File: src/design/rlm_pkg.sv
// rlm_pkg: shared constants, types and register codes for the rms level meter
// used by every file of the block; depends on nothing

package rlm_pkg;

  // sample and accumulator geometry
  localparam int SAMPLE_BITS = 24;
  localparam int WORD_W      = 32;
  localparam int SQ_W        = 2 * SAMPLE_BITS;
  localparam int SUM_W       = 62;
  localparam int CNT_W       = 16;
  localparam int CAL_W       = 17;
  localparam int LVL_W       = 18;
  localparam int TDATA_OUT_W = ((LVL_W + 7) / 8) * 8;

  // log2 datapath
  localparam int FRAC_W   = 16;
  localparam int MANT_W   = 31;
  localparam int EXP_W    = 6;
  localparam int DIVC_W   = 6;
  localparam int LOGC_W   = 4;
  localparam int MAG_W    = EXP_W + FRAC_W;
  localparam int SCALE_W  = 26;
  localparam int PROD_W   = MAG_W + SCALE_W;
  localparam int LOG_OFS  = 2 * (SAMPLE_BITS - 1);
  localparam int RND_BIT  = 31;
  localparam int RES_LO   = 32;
  localparam int RES_W    = PROD_W + 1 - RES_LO;

  localparam logic [MAG_W-1:0]   LOG_OFS_Q16  = MAG_W'(LOG_OFS << FRAC_W);
  localparam logic [SCALE_W-1:0] DB_SCALE_Q16 = 26'd50504453;
  localparam logic [EXP_W-1:0]   EXP_TOP      = EXP_W'(SUM_W - 1);
  localparam logic [DIVC_W-1:0]  DIV_STEPS    = DIVC_W'(SUM_W - 1);
  localparam logic [LOGC_W-1:0]  LOG_STEPS    = LOGC_W'(FRAC_W - 1);

  // output constants
  localparam logic signed [LVL_W-1:0] FLOOR_DB = -18'sd51200;
  localparam logic signed [LVL_W-1:0] OUT_MAX  = 18'sh1FFFF;
  localparam logic signed [LVL_W-1:0] OUT_MIN  = 18'sh20000;

  // register reset values
  localparam logic [CNT_W-1:0] WIN_RESET = 16'd16000;
  localparam logic [CAL_W-1:0] CAL_RESET = 17'd0;

  // register indexes
  localparam logic REG_WINDOW = 1'b0;
  localparam logic REG_CAL    = 1'b1;

  // one closed window handed from front to back
  typedef struct packed {
    logic [SUM_W-1:0] sum;
    logic [CNT_W-1:0] count;
  } win_t;

  // queue status seen by both sides
  typedef struct packed {
    logic empty;
    logic full;
  } q_stat_t;

endpackage

File: src/design/rlm_front.sv
// rlm_front: accepts sample words, squares them and accumulates each window
// depends on rlm_pkg; pushes closed windows into rlm_queue

module rlm_front (
  input  logic                         clk,
  input  logic                         rst,
  input  logic                         s_tvalid,
  output logic                         s_tready,
  input  logic [rlm_pkg::WORD_W-1:0]   s_tdata,
  input  logic [rlm_pkg::CNT_W-1:0]    window_samples,
  input  rlm_pkg::q_stat_t             q_stat,
  output logic                         push,
  output rlm_pkg::win_t                push_data
);

  logic signed [rlm_pkg::SAMPLE_BITS-1:0] sample;
  logic signed [rlm_pkg::SQ_W-1:0]        sq_in;
  logic [rlm_pkg::CNT_W-1:0]              count;
  logic [rlm_pkg::CNT_W-1:0]              cnt_inc;
  logic [rlm_pkg::CNT_W-1:0]              win_eff;
  logic                                   close;
  logic                                   accept;
  logic                                   st_valid;
  logic                                   st_close;
  logic                                   st_go;
  logic [rlm_pkg::SQ_W-1:0]               sq_r;
  logic [rlm_pkg::CNT_W-1:0]              st_cnt;
  logic [rlm_pkg::SUM_W-1:0]              sum;
  logic [rlm_pkg::SUM_W-1:0]              sum_add;

  // sample from the upper bits, exact square
  assign sample = s_tdata[rlm_pkg::WORD_W-1 -: rlm_pkg::SAMPLE_BITS];
  assign sq_in  = sample * sample;

  // sample count, sticking at its top value, and window close test
  assign cnt_inc = (count == '1) ? count : count + 1'b1;
  assign win_eff = (window_samples == '0) ? rlm_pkg::CNT_W'(1) : window_samples;
  assign close   = (cnt_inc >= win_eff);

  // the accumulate stage holds only when a closing word meets a full queue
  assign st_go    = !st_close || !q_stat.full;
  assign s_tready = !st_valid || st_go;
  assign accept   = s_tvalid && s_tready;

  assign sum_add   = sum + {{(rlm_pkg::SUM_W - rlm_pkg::SQ_W){1'b0}}, sq_r};
  assign push      = st_valid && st_close && !q_stat.full;
  assign push_data = '{sum: sum_add, count: st_cnt};

  // square stage
  always_ff @(posedge clk) begin
    if (rst) begin
      st_valid <= 1'b0;
      count    <= '0;
    end else if (accept) begin
      st_valid <= 1'b1;
      count    <= close ? '0 : cnt_inc;
    end else if (st_go) begin
      st_valid <= 1'b0;
    end
  end

  always_ff @(posedge clk) begin
    if (accept) begin
      sq_r     <= sq_in;
      st_close <= close;
      st_cnt   <= cnt_inc;
    end
  end

  // accumulate stage
  always_ff @(posedge clk) begin
    if (rst) begin
      sum <= '0;
    end else if (st_valid && st_go) begin
      sum <= st_close ? '0 : sum_add;
    end
  end

`ifndef SYNTHESIS
  a_no_push_full: assert property (@(posedge clk) disable iff (rst)
    push |-> !q_stat.full)
    else $error("window pushed into a full queue");
`endif

endmodule

File: src/design/rlm_queue.sv
// rlm_queue: two-entry queue of closed windows between front and back
// depends on rlm_pkg

module rlm_queue (
  input  logic             clk,
  input  logic             rst,
  input  logic             push,
  input  rlm_pkg::win_t    push_data,
  input  logic             pop,
  output rlm_pkg::win_t    rd_data,
  output rlm_pkg::q_stat_t q_stat
);

  rlm_pkg::win_t entry [2];
  logic          wr_ptr;
  logic          rd_ptr;
  logic [1:0]    fill;

  assign q_stat.empty = (fill == 2'd0);
  assign q_stat.full  = (fill == 2'd2);
  assign rd_data      = entry[rd_ptr];

  // storage
  always_ff @(posedge clk) begin
    if (push) begin
      entry[wr_ptr] <= push_data;
    end
  end

  // pointers and fill level
  always_ff @(posedge clk) begin
    if (rst) begin
      wr_ptr <= 1'b0;
      rd_ptr <= 1'b0;
      fill   <= 2'd0;
    end else begin
      if (push) begin
        wr_ptr <= !wr_ptr;
      end
      if (pop) begin
        rd_ptr <= !rd_ptr;
      end
      case ({push, pop})
        2'b10:   fill <= fill + 2'd1;
        2'b01:   fill <= fill - 2'd1;
        default: fill <= fill;
      endcase
    end
  end

endmodule

File: src/design/rlm_back.sv
// rlm_back: divides each window sum, takes log2, scales to 1/256 dB and
// applies calibration; depends on rlm_pkg, pops windows from rlm_queue

module rlm_back (
  input  logic                               clk,
  input  logic                               rst,
  input  rlm_pkg::q_stat_t                   q_stat,
  input  rlm_pkg::win_t                      rd_data,
  output logic                               pop,
  input  logic signed [rlm_pkg::CAL_W-1:0]   calibration_offset,
  output logic                               m_tvalid,
  input  logic                               m_tready,
  output logic [rlm_pkg::TDATA_OUT_W-1:0]    m_tdata,
  output logic                               m_tuser
);

  typedef enum logic [6:0] {
    ST_IDLE  = 7'b0000001,
    ST_DIV   = 7'b0000010,
    ST_NORM  = 7'b0000100,
    ST_LOG   = 7'b0001000,
    ST_SCALE = 7'b0010000,
    ST_ROUND = 7'b0100000,
    ST_FINAL = 7'b1000000
  } state_t;

  state_t                              state;
  logic [rlm_pkg::SUM_W-1:0]           quo;
  logic [rlm_pkg::CNT_W-1:0]           divisor;
  logic [rlm_pkg::CNT_W-1:0]           rem;
  logic [rlm_pkg::CNT_W:0]             shifted;
  logic                                fits;
  logic [rlm_pkg::DIVC_W-1:0]          div_cnt;
  logic [rlm_pkg::EXP_W-1:0]           expo;
  logic [rlm_pkg::MANT_W-1:0]          mant;
  logic [2*rlm_pkg::MANT_W-1:0]        msq;
  logic [rlm_pkg::LOGC_W-1:0]          log_cnt;
  logic [rlm_pkg::FRAC_W-1:0]          frac;
  logic [rlm_pkg::MAG_W-1:0]           lg;
  logic                                neg_in;
  logic [rlm_pkg::MAG_W-1:0]           mag;
  logic                                neg;
  logic [rlm_pkg::PROD_W-1:0]          prod;
  logic [rlm_pkg::PROD_W:0]            rsum;
  logic [rlm_pkg::RES_W-1:0]           rmag;
  logic signed [rlm_pkg::LVL_W-1:0]    db;
  logic                                floor_hit;
  logic signed [rlm_pkg::LVL_W:0]      lvl;
  logic signed [rlm_pkg::LVL_W-1:0]    lvl_sat;
  logic                                out_free;

  // restoring division step
  assign shifted = {rem, quo[rlm_pkg::SUM_W-1]};
  assign fits    = (shifted >= {1'b0, divisor});

  // mantissa square for one fraction bit
  assign msq = mant * mant;

  // magnitude of the level relative to full scale
  assign lg     = {expo, frac};
  assign neg_in = (lg < rlm_pkg::LOG_OFS_Q16);
  assign mag    = neg_in ? (rlm_pkg::LOG_OFS_Q16 - lg) : (lg - rlm_pkg::LOG_OFS_Q16);

  // rounding half away from zero on the magnitude
  assign rsum = {1'b0, prod} + ((rlm_pkg::PROD_W + 1)'(1) << rlm_pkg::RND_BIT);
  assign rmag = rsum[rlm_pkg::PROD_W:rlm_pkg::RES_LO];

  // calibration and saturation
  assign lvl = {db[rlm_pkg::LVL_W-1], db}
             - {{(rlm_pkg::LVL_W + 1 - rlm_pkg::CAL_W){calibration_offset[rlm_pkg::CAL_W-1]}},
                calibration_offset};
  always_comb begin
    if (lvl[rlm_pkg::LVL_W] != lvl[rlm_pkg::LVL_W-1]) begin
      lvl_sat = lvl[rlm_pkg::LVL_W] ? rlm_pkg::OUT_MIN : rlm_pkg::OUT_MAX;
    end else begin
      lvl_sat = lvl[rlm_pkg::LVL_W-1:0];
    end
  end

  assign out_free = !m_tvalid || m_tready;
  assign pop      = (state == ST_IDLE) && !q_stat.empty;

  // sequencer
  always_ff @(posedge clk) begin
    if (rst) begin
      state <= ST_IDLE;
    end else begin
      unique case (state)
        ST_IDLE: begin
          if (!q_stat.empty) begin
            state <= ST_DIV;
          end
        end
        ST_DIV: begin
          if (div_cnt == '0) begin
            state <= ST_NORM;
          end
        end
        ST_NORM: begin
          if (quo == '0) begin
            state <= ST_FINAL;
          end else if (quo[rlm_pkg::SUM_W-1]) begin
            state <= ST_LOG;
          end
        end
        ST_LOG: begin
          if (log_cnt == '0) begin
            state <= ST_SCALE;
          end
        end
        ST_SCALE: state <= ST_ROUND;
        ST_ROUND: state <= ST_FINAL;
        ST_FINAL: begin
          if (out_free) begin
            state <= ST_IDLE;
          end
        end
        default: state <= ST_IDLE;
      endcase
    end
  end

  // datapath registers
  always_ff @(posedge clk) begin
    case (state)
      ST_IDLE: begin
        quo     <= rd_data.sum;
        divisor <= rd_data.count;
        rem     <= '0;
        div_cnt <= rlm_pkg::DIV_STEPS;
        expo    <= rlm_pkg::EXP_TOP;
      end
      ST_DIV: begin
        quo     <= {quo[rlm_pkg::SUM_W-2:0], fits};
        rem     <= fits ? rlm_pkg::CNT_W'(shifted - {1'b0, divisor})
                        : shifted[rlm_pkg::CNT_W-1:0];
        div_cnt <= div_cnt - 1'b1;
      end
      ST_NORM: begin
        if (quo == '0) begin
          db        <= rlm_pkg::FLOOR_DB;
          floor_hit <= 1'b1;
        end else if (quo[rlm_pkg::SUM_W-1]) begin
          mant      <= quo[rlm_pkg::SUM_W-1 -: rlm_pkg::MANT_W];
          log_cnt   <= rlm_pkg::LOG_STEPS;
          frac      <= '0;
        end else begin
          quo       <= {quo[rlm_pkg::SUM_W-2:0], 1'b0};
          expo      <= expo - 1'b1;
        end
      end
      ST_LOG: begin
        frac    <= {frac[rlm_pkg::FRAC_W-2:0], msq[2*rlm_pkg::MANT_W-1]};
        mant    <= msq[2*rlm_pkg::MANT_W-1] ? msq[2*rlm_pkg::MANT_W-1 -: rlm_pkg::MANT_W]
                                            : msq[2*rlm_pkg::MANT_W-2 -: rlm_pkg::MANT_W];
        log_cnt <= log_cnt - 1'b1;
      end
      ST_SCALE: begin
        prod <= mag * rlm_pkg::DB_SCALE_Q16;
        neg  <= neg_in;
      end
      ST_ROUND: begin
        db        <= neg ? -$signed({1'b0, rmag}) : $signed({1'b0, rmag});
        floor_hit <= 1'b0;
      end
      default: begin
      end
    endcase
  end

  // output register
  always_ff @(posedge clk) begin
    if (rst) begin
      m_tvalid <= 1'b0;
    end else if (state == ST_FINAL && out_free) begin
      m_tvalid <= 1'b1;
    end else if (m_tready) begin
      m_tvalid <= 1'b0;
    end
  end

  always_ff @(posedge clk) begin
    if (state == ST_FINAL && out_free) begin
      m_tdata <= {{(rlm_pkg::TDATA_OUT_W - rlm_pkg::LVL_W){1'b0}}, lvl_sat};
      m_tuser <= floor_hit;
    end
  end

`ifndef SYNTHESIS
  a_div_nonzero: assert property (@(posedge clk) disable iff (rst)
    (state == ST_DIV) |-> (divisor != '0))
    else $error("division by a zero sample count");

  a_rem_below: assert property (@(posedge clk) disable iff (rst)
    (state == ST_DIV) |-> (rem < divisor))
    else $error("division remainder not below divisor");

  a_div_done: assert property (@(posedge clk) disable iff (rst)
    (state == ST_DIV && div_cnt == '0) |=> (state == ST_NORM))
    else $error("division did not hand over to normalise");

  a_mant_norm: assert property (@(posedge clk) disable iff (rst)
    (state == ST_LOG) |-> mant[rlm_pkg::MANT_W-1])
    else $error("log mantissa lost its leading one");
`endif

endmodule

File: src/design/rms_level_meter_db.sv
// rms_level_meter_db: top level of the rms level meter with its register port
// depends on rlm_pkg, rlm_front, rlm_queue and rlm_back
//
// channel   direction  handshake            payload
// s_*       in         s_tvalid/s_tready    s_tdata[31:0] = sample_word
// m_*       out        m_tvalid/m_tready    m_tdata[17:0] = level_db, m_tuser = floor_hit
// apb       in         psel/penable/pready  0x0 window_samples, 0x4 calibration_offset
//
// the front takes one word per cycle; it stalls only when a window closes and
// two closed windows already wait in the queue.
// each window result passes through the back's states in order: division, normalise,
// log, scale, round and final; a window whose mean is zero skips log, scale and round
// and goes from normalise straight to final. the back takes a new window only in idle.
// the back holds its last cycle for as long as the output word waits on m_tready.
// the back's serial divider and log unit set the window rate.
// reset is synchronous and clears sums, counts, queue and output valid; no
// clearing pass is needed.

module rms_level_meter_db (
  input  logic                              clk,
  input  logic                              rst,
  // input words: sample_word[31:0]
  input  logic                              s_tvalid,
  output logic                              s_tready,
  input  logic [rlm_pkg::WORD_W-1:0]        s_tdata,
  // results: level_db[17:0], zero fill above
  output logic                              m_tvalid,
  input  logic                              m_tready,
  output logic [rlm_pkg::TDATA_OUT_W-1:0]   m_tdata,
  // results: floor_hit[0]
  output logic                              m_tuser,
  // register port
  input  logic                              psel,
  input  logic                              penable,
  input  logic                              pwrite,
  input  logic [2:0]                        paddr,
  input  logic [31:0]                       pwdata,
  output logic [31:0]                       prdata,
  output logic                              pready
);

  logic [rlm_pkg::CNT_W-1:0]         window_samples;
  logic signed [rlm_pkg::CAL_W-1:0]  calibration_offset;
  logic                              reg_sel;
  logic                              wr_en;
  logic                              push;
  logic                              pop;
  rlm_pkg::win_t                     push_data;
  rlm_pkg::win_t                     rd_data;
  rlm_pkg::q_stat_t                  q_stat;

  // register port
  assign pready  = 1'b1;
  assign reg_sel = paddr[2];
  assign wr_en   = psel && penable && pwrite && pready;

  always_ff @(posedge clk) begin
    if (rst) begin
      window_samples     <= rlm_pkg::WIN_RESET;
      calibration_offset <= rlm_pkg::CAL_RESET;
    end else if (wr_en) begin
      unique case (reg_sel)
        rlm_pkg::REG_WINDOW: window_samples     <= pwdata[rlm_pkg::CNT_W-1:0];
        rlm_pkg::REG_CAL:    calibration_offset <= pwdata[rlm_pkg::CAL_W-1:0];
        default: begin
        end
      endcase
    end
  end

  // register read back
  always_comb begin
    unique case (reg_sel)
      rlm_pkg::REG_WINDOW: prdata = {{(32 - rlm_pkg::CNT_W){1'b0}}, window_samples};
      rlm_pkg::REG_CAL:
        prdata = {{(32 - rlm_pkg::CAL_W){calibration_offset[rlm_pkg::CAL_W-1]}},
                  calibration_offset};
      default: prdata = '0;
    endcase
  end

  // accumulate front
  rlm_front u_front (
    .clk            (clk),
    .rst            (rst),
    .s_tvalid       (s_tvalid),
    .s_tready       (s_tready),
    .s_tdata        (s_tdata),
    .window_samples (window_samples),
    .q_stat         (q_stat),
    .push           (push),
    .push_data      (push_data)
  );

  // window queue
  rlm_queue u_queue (
    .clk       (clk),
    .rst       (rst),
    .push      (push),
    .push_data (push_data),
    .pop       (pop),
    .rd_data   (rd_data),
    .q_stat    (q_stat)
  );

  // divide, log and scale back
  rlm_back u_back (
    .clk                (clk),
    .rst                (rst),
    .q_stat             (q_stat),
    .rd_data            (rd_data),
    .pop                (pop),
    .calibration_offset (calibration_offset),
    .m_tvalid           (m_tvalid),
    .m_tready           (m_tready),
    .m_tdata            (m_tdata),
    .m_tuser            (m_tuser)
  );

endmodule

File: config.mk
export PLATFORM = sky130hd
export DESIGN_NAME = rms_level_meter_db
export DESIGN_NICKNAME = d
export VERILOG_FILES = /design/src/design/rlm_pkg.sv /design/src/design/rlm_front.sv /design/src/design/rlm_queue.sv /design/src/design/rlm_back.sv /design/src/design/rms_level_meter_db.sv
export SDC_FILE = /design/constraint.sdc
export NUM_CORES = 2
export LEC_CHECK = 0
export BUFFER_PORTS_ARGS = -buffer_cell sky130_fd_sc_hd__buf_2
export CORE_MARGIN = 4
export CORE_UTILIZATION = 29
export CTS_CLUSTER_DIAMETER = 80
export DETAILED_ROUTE_END_ITERATION = 7
export PLACE_DENSITY = 0.54
export SETUP_SLACK_MARGIN = 0.4
export SYNTH_ARGS = -nofsm -noshare
export SYNTH_HDL_FRONTEND = slang
export SYNTH_HIERARCHICAL = 1
export SYNTH_SLANG_ARGS = --single-unit
File: constraint.sdc
create_clock -name clk -period 19.5 [get_ports clk]
set_input_delay 3.9 -clock clk [delete_from_list [all_inputs] [get_ports clk]]
set_output_delay 3.9 -clock clk [all_outputs]
set_load 0.02 [all_outputs]
==> summary.md <==
The number of sinks handled by clock tree synthesis was 558. The largest fanout on the critical path was 19. For the initial antenna violation count, the log shows 2. Setup repair after global routing left no endpoint under its margin. Kind of critical path: in -> reg.

The most common cell after layout, fill and taps aside was sky130_fd_sc_hd__inv_1. The starting density of the core came out at 29.22%. Transition at the pin with the smallest max-transition slack: 1.228 ns. The longest clock path from root to sink contains 3 buffers. Clock tree synthesis selected as its root buffer the cell sky130_fd_sc_hd__clkbuf_16. In the final layout, the share of cells above drive strength 1 is 5.601%. The run gives 277200 µm² as the area inside the core boundary. The type of the worst min-delay path was reg -> reg. The logs give 54314 for the total via count after detailed routing and 0 for the final-report setup violation count.

The period utilization was 58.24%. The share of the yosys chip area belonging to registers was 19.14%; the residual antenna-violating net count after detailed routing was 0. The number of distinct library cells after synthesis was 115.

Using the TritonRoute via totals, the vias-per-cell ratio works out to 4.583. The logs give 0.8814 for the final RePlAce weighted congestion and 193 for the standard-cell row count. The slowest cell on the critical path was sky130_fd_sc_hd__clkinv_1. The tools report the quantity of gates resized following cts as 0. The cell class contributing the biggest share of worst-path delay was adder cells. The clock period minus final worst setup slack came out at 11.36 ns. TritonCTS built the clock tree. The post-CTS setup buffer count is 0, and the delay of the slowest cell on the worst path is 0.72 ns. The number of warnings reported in the yosys synthesis log came out at 6.

The run finished with clean final reports. Counting flops and latches in the post-synthesis netlist gives 558. In the layout the commonest cells are sky130_fd_sc_hd__inv_1, sky130_fd_sc_hd__fa_1, sky130_fd_sc_hd__ha_1.

Among the stages of the critical path, the cell type that occurs most often is sky130_fd_sc_hd__fa_1. The die extent in y is 536.5 µm, and the peak clock frequency supported by timing is 88.06 MHz. For the data arrival time at the worst-slack endpoint, the log shows 11.74 ns. The number of port buffers was 101; the via count of the first global-routing pass was 59933. The startpoint class of the critical path is an input pin. The sum of net half-perimeters after detailed placement was 158.5 mm; the total routed wirelength was 200.2 mm. After detailed routing, the number of remaining DRC violations is 0. The number of buffers inserted during clock tree synthesis came out at 66. The number of nets in the layout is 10328, and the register clock-pin slew on the reported worst setup and hold paths is 0.06 ns.

The total overflow reported by the global router is 0, and the number of buffers added to fix hold violations after cts is 0. The number of synthesized flops with an enable pin is 433, and the max capacitance violation total is 0. The hold violation count in the final report is 0, and the combined buffer and inverter count along the critical path is 7.

In the global route stage, overall resource usage came out at 14.10%. The tools report the count of final max-slew check failures as 0. Entering global routing, the biggest net connects 95 pins. Clock latency on the worst-skew pair, taken at its later pin, is 0.65 ns. In the synthesized netlist the dominant register cell turns out to be sky130_fd_sc_hd__edfxtp_1.

The H-tree generated during clock tree synthesis spans 3 levels. Compared with the post-synthesis result, the final layout area differs by 8.134%. The tools report the clock skew as 0.06715 ns. The run gives 0 ns as the post-route setup TNS. STA classifies the critical path endpoint as a flip-flop. The average wire per standard cell is 16.90 µm, and the total die area is 287900 µm². For the number of detailed-routing iterations run before antenna repair, the log shows 6.

The floorplan die width came out at 536.5 µm. The headroom to the max-slew limit is 17.77%, and the count of pins on the block boundary is 134. After technology mapping, the gate count stands at 8142. Fraction of registers with async set or reset after synthesis: 0%. The detailed router finished its first iteration with 2487 violations. The first global-routing pass estimated 326.9 mm of wire. The required arrival time at the worst endpoint came out at 19.88 ns. The area of the mapped netlist is 81010 µm². The average cell area after synthesis came out at 9.949 µm².
sequential cells by signal, indices dropped and copies added (netlist names), 4 cells and up, named ones only:
name / count
u_back/m_tdata: 18
u_back/rem: 16
u_back/db: 18
u_front/count: 16
u_back/quo: 62
u_back/mant: 31
u_front/sq_r: 47
u_back/prod: 17
u_back/frac: 16
u_back/log_cnt: 4
window_samples: 16
u_back/div_cnt: 6
u_front/st_cnt: 16
u_back/expo: 6
u_back/divisor: 16
calibration_offset: 17
u_front/sum: 62
u_back/state: 7
u_queue/entry: 156
final cells by class:
cell class                      instances  area, µm²
Fill cell                           28726     189600
Multi-Input combinational cell       5308      56770
Sequential cell                       558      15510
Inverter                             1995       7488
Tap cell                             3705       4636
Clock buffer                           89       1792
Timing Repair Buffer                  161      958.4
Clock inverter                         31      437.9
Antenna cell                            3      7.507
stage by stage:
| stage | instance area, µm² | setup WS [ns] | std cells | utilization [%] | hold slack (ns) |
|---|---|---|---|---|---|
| floorplan | 81030 | 8.913 | 8147 | - | 0.4003 |
| global placement | 85360 | 7.362 | 11727 | 30.79 | 0.4133 |
| detailed placement | 85360 | 7.402 | 11727 | 30.79 | 0.4075 |
| CTS | 87590 | 8.081 | 11847 | 31.60 | 0.4203 |
| global route | 87590 | 7.679 | 11847 | 31.60 | 0.4226 |
| finish | 87600 | 8.144 | 11850 | 31.60 | 0.4178 |
final timing paths:
| kind | endpoint | slack (ns) | start | depth (start not counted) |
|---|---|---|---|---|
| setup / recovery | u_front/sq_r[47] | 8.14 | s_tdata[30] | 25 |
| hold / removal | u_back/m_tuser | 0.42 | u_back/floor_hit | 0 |
| setup reg to reg | u_back/mant[28] | 9.96 | u_back/mant[13] | 27 |
| hold reg to reg | u_back/m_tuser | 0.42 | u_back/floor_hit | 0 |
layer usage:
metal	up-vias	routed length [µm]	GRT usage (%)
met5	-	0	0
met4	0	4040	2.991
met3	229	7832	1.643
met2	1034	96150	24.04
met1	27653	92200	19.26
li1	25398	-	-
cell usage after synthesis (all sizes together) (75+ instances only):
master / instances / area share [%]
o21ai: 172 / 1.1
dfxtp: 125 / 3.1
nand3: 77 / 0.48
xor2: 105 / 1.1
ha: 753 / 12
clkbuf: 214 / 1.0
and2: 319 / 2.5
nor2: 290 / 1.3
edfxtp: 433 / 16
xnor2: 182 / 2.0
inv: 1992 / 9.2
a21oi: 290 / 1.8
mux2: 98 / 1.4
nand2: 689 / 3.2
a22o: 87 / 0.94
a21o: 75 / 0.70
fa: 1411 / 35
kinds of logic after synthesis:
| kind of cell | Yosys count | synth area share, % |
|---|---|---|
| buf+inv | 2281 | 10.91 |
| compound gates | 919 | 7.562 |
| other cells | 2 | 0.009271 |
| simple gates | 1772 | 10.65 |
| fa+ha+maj | 2168 | 46.55 |
| xor+xnor | 287 | 3.103 |
| mux | 155 | 2.071 |
| flops | 558 | 19.14 |
Power is not shown: default switching activity piles up to over one toggle a cycle in this logic, so the estimate is an artifact.
